File: config.mk
export PLATFORM = sky130hd
export DESIGN_NAME = sacd_ctrl
export DESIGN_NICKNAME = d
export VERILOG_FILES = /design/src/rtl/core/sacd_pkg.sv /design/src/rtl/core/sacd_ctrl.sv
export SDC_FILE = /design/constraint.sdc
export NUM_CORES = 1
export LEC_CHECK = 0
export BUFFER_PORTS_ARGS = -buffer_cell sky130_fd_sc_hd__buf_2
export CAP_MARGIN = 20
export CORE_AREA = 10 10 47 49
export DETAILED_ROUTE_END_ITERATION = 10
export DIE_AREA = 0 0 57 59
export HOLD_SLACK_MARGIN = 0.05
export PLACE_DENSITY_LB_ADDON = 0.12
export SKIP_CTS_REPAIR_TIMING = 1
export SYNTH_ARGS = -nofsm -noshare
export SYNTH_HDL_FRONTEND = slang
export SYNTH_SLANG_ARGS = --single-unit
File: constraint.sdc
create_clock -name clk -period 0.9 [get_ports clk]
set_clock_uncertainty 0.05 [all_clocks]
set_input_delay 0.045 -clock clk [delete_from_list [all_inputs] [get_ports clk]]
set_output_delay 0.045 -clock clk [all_outputs]
set_load 0.005 [all_outputs]
File: src/rtl/core/sacd_pkg.sv
// Shared constants, types and pseudo-LRU helpers for the cache tag directory.
package sacd_pkg;

  localparam int unsigned NUM_SETS   = 128;
  localparam int unsigned NUM_WAYS   = 8;
  localparam int unsigned ADDR_W     = 32;
  localparam int unsigned LINE_SHIFT = 5;
  localparam int unsigned SET_W      = $clog2(NUM_SETS);
  localparam int unsigned WAY_W      = $clog2(NUM_WAYS);
  localparam int unsigned TAG_W      = ADDR_W - LINE_SHIFT - SET_W;
  localparam int unsigned EV_TAG_W   = 20;
  localparam int unsigned TREE_W     = NUM_WAYS - 1;

  typedef enum logic [1:0] {
    BR_NONE          = 2'd0,
    BR_LINE_READ     = 2'd1,
    BR_WRITE_THROUGH = 2'd2,
    BR_READ_EXCL     = 2'd3
  } bus_req_t;

  // per-set metadata row: tree bits and way valid bits
  typedef struct packed {
    logic [TREE_W-1:0]   plru;
    logic [NUM_WAYS-1:0] valid;
  } meta_t;

  typedef logic [NUM_WAYS-1:0][TAG_W-1:0] tag_row_t;

  // controller to datapath commands
  typedef struct packed {
    logic capture;  // request accepted: latch fields, read set rows
    logic resolve;  // rows valid: decide, write back, load result
  } dp_cmd_t;

  // walk the tree from the root; bit (NUM_WAYS-2-n) belongs to heap node n
  function automatic logic [WAY_W-1:0] plru_victim(input logic [TREE_W-1:0] tree);
    int unsigned n;
    n = 0;
    for (int l = 0; l < WAY_W; l++) begin
      n = 2 * n + 1 + (tree[NUM_WAYS-2-n] ? 1 : 0);
    end
    return WAY_W'(n - (NUM_WAYS - 1));
  endfunction

  // point every node on the way's path away from it
  function automatic logic [TREE_W-1:0] plru_touch(input logic [TREE_W-1:0] tree,
                                                   input logic [WAY_W-1:0]  way);
    int unsigned n;
    int unsigned p;
    logic [TREE_W-1:0] t;
    t = tree;
    n = 32'(way) + (NUM_WAYS - 1);
    for (int l = 0; l < WAY_W; l++) begin
      p = (n - 1) >> 1;
      t[NUM_WAYS-2-p] = n[0];
      n = p;
    end
    return t;
  endfunction

endpackage

File: src/rtl/core/sacd_ctrl.sv
// Controller state machine: request sequencing and result register handshake.
module sacd_ctrl (
  input  logic             clk,
  input  logic             rst_n,
  input  logic             in_valid,
  output logic             in_ready,
  output logic             out_valid,
  input  logic             out_ready,
  output sacd_pkg::dp_cmd_t cmd
);
  import sacd_pkg::*;

  typedef enum logic [1:0] {
    ST_IDLE    = 2'b01,
    ST_RESOLVE = 2'b10
  } state_t;

  state_t state_r, state_nxt;
  logic   out_valid_r, out_valid_nxt;
  logic   slot_free;

  assign slot_free   = !out_valid_r || out_ready;
  assign in_ready    = (state_r == ST_IDLE);
  assign cmd.capture = in_valid && in_ready;
  assign cmd.resolve = (state_r == ST_RESOLVE) && slot_free;
  assign out_valid   = out_valid_r;

  always_comb begin
    state_nxt = state_r;
    unique case (state_r)
      ST_IDLE:    if (cmd.capture) state_nxt = ST_RESOLVE;
      ST_RESOLVE: if (cmd.resolve) state_nxt = ST_IDLE;
      default:    state_nxt = ST_IDLE;
    endcase
  end

  always_comb begin
    out_valid_nxt = out_valid_r;
    if (cmd.resolve) begin
      out_valid_nxt = 1'b1;
    end else if (out_ready) begin
      out_valid_nxt = 1'b0;
    end
  end

  always_ff @(posedge clk) begin
    if (!rst_n) begin
      state_r     <= ST_IDLE;
      out_valid_r <= 1'b0;
    end else begin
      state_r     <= state_nxt;
      out_valid_r <= out_valid_nxt;
    end
  end

  // never overwrite a result still waiting
  a_no_overwrite: assert property (@(posedge clk) disable iff (!rst_n)
    cmd.resolve |-> (!out_valid_r || out_ready))
    else $error("result overwritten while held");

  a_accept_then_resolve: assert property (@(posedge clk) disable iff (!rst_n)
    cmd.capture |=> (state_r == ST_RESOLVE))
    else $error("accepted request not taken to resolve");

  a_result_from_resolve: assert property (@(posedge clk) disable iff (!rst_n)
    $rose(out_valid_r) |-> $past(cmd.resolve))
    else $error("result appeared without resolve");

  a_one_in_flight: assert property (@(posedge clk) disable iff (!rst_n)
    (state_r == ST_RESOLVE) |-> !in_ready)
    else $error("second request taken while one in flight");

endmodule

==> impl_metrics.json, run 1 <==
{
  "cts.sinks": 3,
  "clk_path_buf_depth": 2,
  "p_total_uw": 438,
  "min_period_over_period_pct": 115,
  "grt_pass1_wl_um": 586,
  "overflow": 0,
  "synth_top_cell_by_area": "dfxtp_1",
  "synth-seq-cells": 3,
  "hold_viol": 0,
  "r2r_setup_slack_ns": -0.13,
  "die_h_um": 59,
  "yosysWarningCount": 0,
  "p_leak_nw": 0.121,
  "status": "finished, violations left",
  "num_rows": 14,
  "initial_core_util_pct": 9.55,
  "fp.dieArea_mm2": 0.00336,
  "numCtsBuffers": 3,
  "worstSetupStartpointType": "flip-flop",
  "max_freq_ghz": 0.967,
  "crit_fanout": 4,
  "drive_gt1_share_pct": 69.2,
  "io_pins": 8,
  "fin_nets": 31,
  "crit_type": "flip-flop to flip-flop",
  "p_per_area_mw_per_mm2": 1690,
  "post-route-min-period_ns": 1.03,
  "wl_um": 450,
  "die_x_um": 57,
  "synth.lib_cells_used.distinct": 9,
  "busiest_layer": "met1",
  "dpl.hpwl_um": 298,
  "post_drt_wl_per_cell_um": 10.7,
  "drv_slew": 0,
  "reg2reg_from": "state_r[1]",
  "violations": "setup timing",
  "place_congestion": 0.600,
  "first_pass_iters": 1,
  "final_common_cell": "buf_2",
  "drc_errors": 0,
  "crit_required_ns": 0.97,
  "timing.final.ws_setup_ns": -0.134,
  "crit_start": "state_r[1]",
  "area_growth_pct": 93.5,
  "hold_slack_ns": 0.0691,
  "routed_via_density": 3.43,
  "fin_cells": 42,
  "yosys-top-cells-area": "dfxtp_1, and4bb_1, nand2b_1",
  "antenna_found_initial": 0,
  "grt_max_degree": 5,
  "fin_area_um2": 259,
  "relSlewSlack_pct": 91.1,
  "syn-num-nets": 17,
  "final_cell_mix": "buf_2, clkbuf_4, buf_4",
  "grt_util_met3_pct": 3.00,
  "peakVddDrop_v": 0.000706,
  "clk_pin_slew_ns": 0.04,
  "rsz0062_at_grt": "yes",
  "critPathCapture": "state_r[1]",
  "ant_nets": 0,
  "tightest_slew_ns": 0.133,
  "seq_area_frac_synth_pct": 44.9,
  "vias": 144,
  "arrival_ns": 1.11,
  "cap_violations": 0,
  "clock_latency_ns": 0.23,
  "cp-end-kind": "flip-flop",
  "setup_violations": 5,
  "grt_use_met1_pct": 3.19,
  "gr-usage-met2_pct": 1.71,
  "place.port_buffers": 7,
  "reg2reg_depth": 3,
  "dpl_cell_area_um2": 181,
  "grt_pass1_vias": 136,
  "cts_htree_levels": 1,
  "track_usage_pct": 2.63,
  "synth_area_um2": 134,
  "syn_inst": 13,
  "cts_tree": "built",
  "holdPathStages": 3,
  "r2r-end": "state_r[1]",
  "antenna_cells": 0,
  "dpl.cell_count": 35,
  "core_mm2": 0.00140,
  "yosysTopAreaCellShare_pct": 44.9,
  "drt_iter0_drc": 0,
  "final.setup.tns_ns": -0.390,
  "cts-root-buf": "clkbuf_4",
  "hold_class": "input pin to flip-flop",
  "synth_area_per_cell_um2": 10.3
}
-- routing by layer --
metal | up-vias | part of all wire, %
met1 | 67 | 47
met2 | 7 | 39
met4 | 0 | 0
li1 | 70 | -
met5 | - | 0
met3 | 0 | 14
-- synthesized netlist by cell type --
master	number
dfxtp_1	3
nand2b_1	2
nor2b_1	2
a21boi_1	1
and3b_1	1
and4bb_1	1
buf_4	1
o21a_1	1
o21ai_1	1
-- final cells by class --
class / instances / area [um2]
fill: 170 / 1140
timing repair buffer: 10 / 66.3
tap: 16 / 20.0
multi-input combinational: 9 / 81.3
sequential: 3 / 65.1
clock buffer: 4 / 26.3
-- worst max-delay path: stages, from the launching register on --
cell and delay (ns):
dfxtp_4 0.36, and3b_2 0.22, buf_4 0.14, o21a_1 0.15
-- power breakdown --
part | switching (mW) | internal [mW]
Clock | 0.0670 | 0.166
Sequential | 0.00707 | 0.140
Combinational | 0.0188 | 0.0388
-- metrics by stage --
| step | utilization [%] | setup WS (ns) |
|---|---|---|
| after floorplan | - | 0.0430 |
| after global placement | 12.9 | -0.00371 |
| after detailed placement | 12.9 | 0.00924 |
| after CTS | 14.8 | -0.157 |
| after global routing | 18.5 | -0.173 |
| final | 18.5 | -0.134 |
-- registers in the layout, indices dropped and copies added (netlist names) --
name / cells
out_valid: 1
state_r: 2
-- cell families (layout without fill, tap and decap cells) --
family | after synthesis | in the layout | share of synthesized area [%]
and+or+nand+nor | 6 | 6 | 34.6
DFF | 3 | 3 | 44.9
AOI/OAI and AO/OA | 3 | 3 | 15.0
buffers and inverters | 1 | 14 | 5.61
-- worst min-delay path by stage --
stage          startpoint    endpoint  slack, ns
3_5_place_dp        rst_n  state_r[0]       0.20
2_1_floorplan       rst_n  state_r[0]       0.07
3_3_place_gp        rst_n  state_r[0]       0.21
4_1_cts             rst_n  state_r[0]      -0.05
5_1_grt         out_ready   out_valid       0.08
6_report        out_ready   out_valid       0.07
(Power assumes the default switching activity.)
==> run 2, diff against run 1 <==
--- a/config.mk
+++ b/config.mk
@@ -12,6 +12,7 @@
 export DIE_AREA = 0 0 57 59
 export HOLD_SLACK_MARGIN = 0.05
 export PLACE_DENSITY_LB_ADDON = 0.12
+export REMOVE_ABC_BUFFERS = 1
 export SKIP_CTS_REPAIR_TIMING = 1
 export SYNTH_ARGS = -nofsm -noshare
 export SYNTH_HDL_FRONTEND = slang
==> run 2 against run 1 <==
The flow still finishes with violations (setup timing). First-iteration DRC count increased by 3. Highest routed layer is now met4. Core utilization decreased by 0.98 points. Clock-buffer cell count unchanged. Via count decreased by 6.9%. Critical path type unchanged. Register-to-register slack about the same. Non-clock buffer count decreased by 1. Critical path depth unchanged. Sequential share of layout area increased by 1.4 points. Die area unchanged. Worst hold slack got worse by 0.0022 ns. Setup slack improved by 0.0055 ns. Combinational power decreased by 8.2%.
==> impl_metrics.json, run 2 (synthesis results as in run 1) <==
{
  "status": "finished, violations left",
  "violations": "setup timing",
  "die_x_um": 57,
  "wl_met1_um": 206,
  "fin_cells": 41,
  "die_h_um": 59,
  "wl_met3_um": 67,
  "setup_violations": 5,
  "dpl.cell_count": 35,
  "top_register": "state_r",
  "num_rows": 14,
  "rsz0062_at_grt": "yes",
  "clock_latency_ns": 0.24,
  "numCtsBuffers": 3,
  "antenna_cells": 0,
  "post_drt_wl_per_cell_um": 9.78,
  "core_mm2": 0.00140,
  "clk_path_buf_depth": 2,
  "initial_core_util_pct": 9.55,
  "overflow": 0,
  "worstSetupStartpointType": "flip-flop",
  "antenna_found_initial": 0,
  "p_per_area_mw_per_mm2": 1790,
  "area_growth_pct": 83.2,
  "wl_um": 401,
  "peakVddDrop_v": 0.000815,
  "io_pins": 8,
  "dp_slack_ns": 0.00668,
  "cts-root-buf": "clkbuf_4",
  "post-route-min-period_ns": 1.03,
  "cts_htree_levels": 1,
  "grt_max_degree": 5,
  "timing.final.ws_setup_ns": -0.128,
  "vias": 134,
  "cts_tree": "built",
  "crit_type": "flip-flop to flip-flop",
  "place_congestion": 0.580,
  "place.port_buffers": 7,
  "cp-end-kind": "flip-flop",
  "drt_iter0_drc": 3,
  "track_usage_pct": 3.02,
  "tightest_slew_ns": 0.0990,
  "cts.sinks": 3,
  "p_leak_nw": 0.114,
  "routed_via_density": 3.27,
  "relSlewSlack_pct": 93.4,
  "min_period_over_period_pct": 114,
  "drc_errors": 0,
  "crit_required_ns": 0.97,
  "final_common_cell": "buf_2",
  "ant_nets": 0,
  "dr.max_layer_used": "met4",
  "drive_gt1_share_pct": 60.0,
  "dpl.hpwl_um": 310,
  "arrival_ns": 1.10,
  "clk_pin_slew_ns": 0.04,
  "final.setup.tns_ns": -0.379,
  "grt_pass1_vias": 144,
  "cap_violations": 0,
  "crit_fanout": 4,
  "dpl_cell_area_um2": 181,
  "first_pass_iters": 2,
  "fin_nets": 30,
  "hold_viol": 0,
  "drv_slew": 0,
  "routed-wl-met2_um": 104,
  "fin_area_um2": 245,
  "largest_reg_flops": 2,
  "final_cell_mix": "buf_2, clkbuf_4, nor2b_1",
  "hold_class": "input pin to flip-flop",
  "fp.dieArea_mm2": 0.00336,
  "hold_slack_ns": 0.0669,
  "grt_pass1_wl_um": 662,
  "max_freq_ghz": 0.972
}
run 2: cell count changes in the layout (fill, tap and decap cells not counted):
cell / previous run / this run
o21ai_1: 0 / 1
nor2b_2: 1 / 0
nor2b_1: 1 / 2
buf_4: 2 / 1
o21ai_2: 1 / 0
run 2: through the flow:
| stage | total power [mW] | util (%) |
|---|---|---|
| 2_1_floorplan | 0.163 | - |
| 3_3_place_gp | 0.184 | 12.9 |
| 3_5_place_dp | 0.185 | 12.9 |
| 4_1_cts | 0.430 | 14.8 |
| 5_1_grt | 0.477 | 17.5 |
| 6_report | 0.439 | 17.5 |
run 2: area by class of cell:
class / instances / area (um2)
Clock buffer: 4 / 26.3
Fill cell: 168 / 1160
Multi-Input combinational cell: 9 / 75.1
Tap cell: 16 / 20.0
Sequential cell: 3 / 65.1
Timing Repair Buffer: 9 / 58.8
run 2: per-layer routing:
layer	vias up	track usage [%]
li1	68	-
met1	53	3.20
met2	11	2.17
met3	2	3.65
met4	0	4.03
met5	-	0
run 2: critical path, stage by stage (launching register included):
cell	delay (ns)
dfxtp_4	0.36
and3b_2	0.22
buf_4	0.14
o21a_1	0.15
run 2: path summary, 6_finish.rpt:
path	from	to	slack (ns)	depth (start not counted)
max	state_r[1]	state_r[1]	-0.13	3
min	out_ready	out_valid	0.07	3
max reg2reg	state_r[1]	state_r[1]	-0.13	3
min reg2reg	out_valid	out_valid	0.45	2
run 2: power breakdown:
part	internal, mW	total (mW)	leakage [nW]	switching [mW]
clock network	0.166	0.240	0.0150	0.0733
registers	0.140	0.147	0.0250	0.00671
logic	0.0359	0.0529	0.0744	0.0170
==> run 3, diff against run 2 <==
--- a/config.mk
+++ b/config.mk
@@ -5,6 +5,8 @@
 export SDC_FILE = /design/constraint.sdc
 export NUM_CORES = 1
 export LEC_CHECK = 0
+export ABC_AREA = 1
+export ABC_CLOCK_PERIOD_IN_PS = 900
 export BUFFER_PORTS_ARGS = -buffer_cell sky130_fd_sc_hd__buf_2
 export CAP_MARGIN = 20
 export CORE_AREA = 10 10 47 49
==> run 3 against run 2 <==
The flow still finishes with violations (setup timing). Critical path depth unchanged. Die area unchanged. Cell area increased by 9.2%. Cell count increased by 17%. Maximum frequency increased by 7.2%. Sequential power about the same. Core utilization increased by 1.6 points. Largest power group unchanged.
==> impl_metrics.json, run 3 <==
{
  "status": "finished, violations left",
  "violations": "setup timing",
  "routed_via_density": 3.23,
  "critical_path.slowest_cell": "dfxtp_2",
  "crit_type": "flip-flop to output port",
  "grt_pass1_wl_um": 565,
  "initial_core_util_pct": 10.9,
  "timing.final.ws_setup_ns": -0.0592,
  "crit_required_ns": 0.81,
  "die_x_um": 57,
  "place.port_buffers": 7,
  "clk_pin_slew_ns": 0.03,
  "yosysTopAreaCellShare_pct": 39.3,
  "drv_slew": 0,
  "core_mm2": 0.00140,
  "grt_max_degree": 5,
  "clock_latency_ns": 0.23,
  "arrival_ns": 0.86,
  "register_area_um2": 63.8,
  "place_congestion": 0.651,
  "num_rows": 14,
  "relSlewSlack_pct": 91.6,
  "final_cell_mix": "buf_2, nand2_1, inv_1, clkbuf_4, dfxtp_2",
  "slowest_delay_ns": 0.31,
  "post-route-min-period_ns": 0.959,
  "cp-end-kind": "output port",
  "crit_family": "flip-flops",
  "clk_path_buf_depth": 2,
  "hold_class": "input pin to flip-flop",
  "antenna_cells": 0,
  "setup_violations": 3,
  "drc_errors": 0,
  "numCtsBuffers": 3,
  "path_cells": "inv_2, nor3_2, buf_2",
  "antenna_found_initial": 0,
  "synth-edff-count": 0,
  "cap_violations": 0,
  "synth_area_per_cell_um2": 8.03,
  "hold_viol": 0,
  "cts_tree": "built",
  "dpl.cell_count": 41,
  "final_common_cell": "buf_2",
  "ant_nets": 0,
  "async_flop_share_pct": 0,
  "yosysWarningCount": 0,
  "syn_inst": 19,
  "first_pass_iters": 2,
  "post_drt_wl_per_cell_um": 8.06,
  "crit_fanout": 4,
  "top_register": "state_r",
  "drt_iter0_drc": 1,
  "fp.dieArea_mm2": 0.00336,
  "peakVddDrop_v": 0.000384,
  "largest_reg_flops": 2,
  "ys.flop_type": "dfxtp_1",
  "gr-usage-met2_pct": 2.33,
  "multi_input_area_um2": 78.8,
  "fin_area_um2": 268,
  "grt_use_met1_pct": 2.37,
  "max_freq_ghz": 1.04,
  "p_leak_nw": 0.130,
  "dpl.hpwl_um": 310,
  "yosys.cell_count.top_type": "inv_1",
  "cts-root-buf": "clkbuf_4",
  "overflow": 0,
  "track_usage_pct": 2.46,
  "synth_top_cell_by_area": "dfxtp_1",
  "drive_gt1_share_pct": 71.9,
  "busiest_layer": "met4",
  "p_per_area_mw_per_mm2": 1640,
  "cts_htree_levels": 1,
  "seq_area_frac_synth_pct": 39.3,
  "nFillCells": 164,
  "grt_pass1_vias": 141,
  "synthTopCellsByCount": "inv_1, dfxtp_1, nand2_1",
  "wl_um": 387,
  "area_growth_pct": 75.4,
  "synth.lib_cells_used.distinct": 11,
  "yosys-top-cells-area": "dfxtp_1, inv_1, nand2_1",
  "synth_area_um2": 153,
  "tightest_slew_ns": 0.126,
  "die_h_um": 59,
  "fin_nets": 37,
  "min_period_over_period_pct": 107,
  "grt_util_met3_pct": 2.15,
  "dpl_cell_area_um2": 200,
  "worstSetupStartpointType": "flip-flop",
  "crit_buf_inv": 2,
  "cts.sinks": 3,
  "fin_cells": 48,
  "vias": 155,
  "io_pins": 8,
  "rsz0062_at_grt": "yes",
  "synth-seq-cells": 3
}
==> run 3: final cells by class <==
type / count / share of cell area, %
timing repair buffer: 10 / 22.4
inverter: 5 / 7.01
sequential: 3 / 23.8
multi-input combinational: 10 / 29.4
tap: 16 / 7.48
clock buffer: 4 / 9.81
==> run 3: cell families (layout without fill, tap and decap cells) <==
| logic type | count (synthesis) | in the layout | share of synthesized area (%) |
|---|---|---|---|
| AOI/OAI and AO/OA | 2 | 2 | 10.7 |
| buffers and inverters | 6 | 19 | 17.2 |
| and+or+nand+nor | 8 | 8 | 32.8 |
| DFF | 3 | 3 | 39.3 |
==> run 3: through the flow <==
step	setup TNS (ns)	hold slack, ns	utilization, %	power (mW)	setup WS [ns]
6_report	-0.160	0.121	19.1	0.438	-0.0592
5_1_grt	-0.373	0.126	19.1	0.466	-0.127
4_1_cts	-0.317	-0.0487	16.2	0.438	-0.130
3_5_place_dp	0	0.197	14.3	0.193	0.0736
3_3_place_gp	0	0.192	14.3	0.193	0.0672
2_1_floorplan	0	0.0637	-	0.170	0.114
==> run 3: power by group <==
| part | internal, mW | total, mW | switching (mW) |
|---|---|---|---|
| Combinational | 0.0309 | 0.0594 | 0.0285 |
| Sequential | 0.142 | 0.148 | 0.00655 |
| Clock | 0.166 | 0.231 | 0.0648 |
==> run 3: worst register-to-register path, delay by kind of cell (launching register included) <==
| family | cells | cell delay, ns |
|---|---|---|
| buffers and inverters | 2 | 0.16 |
| flip-flops | 1 | 0.32 |
| AND/OR/NAND/NOR | 4 | 0.26 |
==> run 3: per-layer routing <==
metal  routed length, um  up-vias
li1                    -       80
met1                 170       69
met2                 174        6
met3                  42        0
met4                   0        0
met5                   0        -
==> run 3: path summary, 6_finish.rpt <==
path / start / end / slack, ns / depth (start not counted)
hold reg to reg: state_r[0] / state_r[1] / 0.55 / 3
setup / recovery: state_r[1] / cmd[0] / -0.06 / 3
setup reg to reg: out_valid / state_r[0] / 0.01 / 6
hold / removal: in_valid / state_r[1] / 0.12 / 4
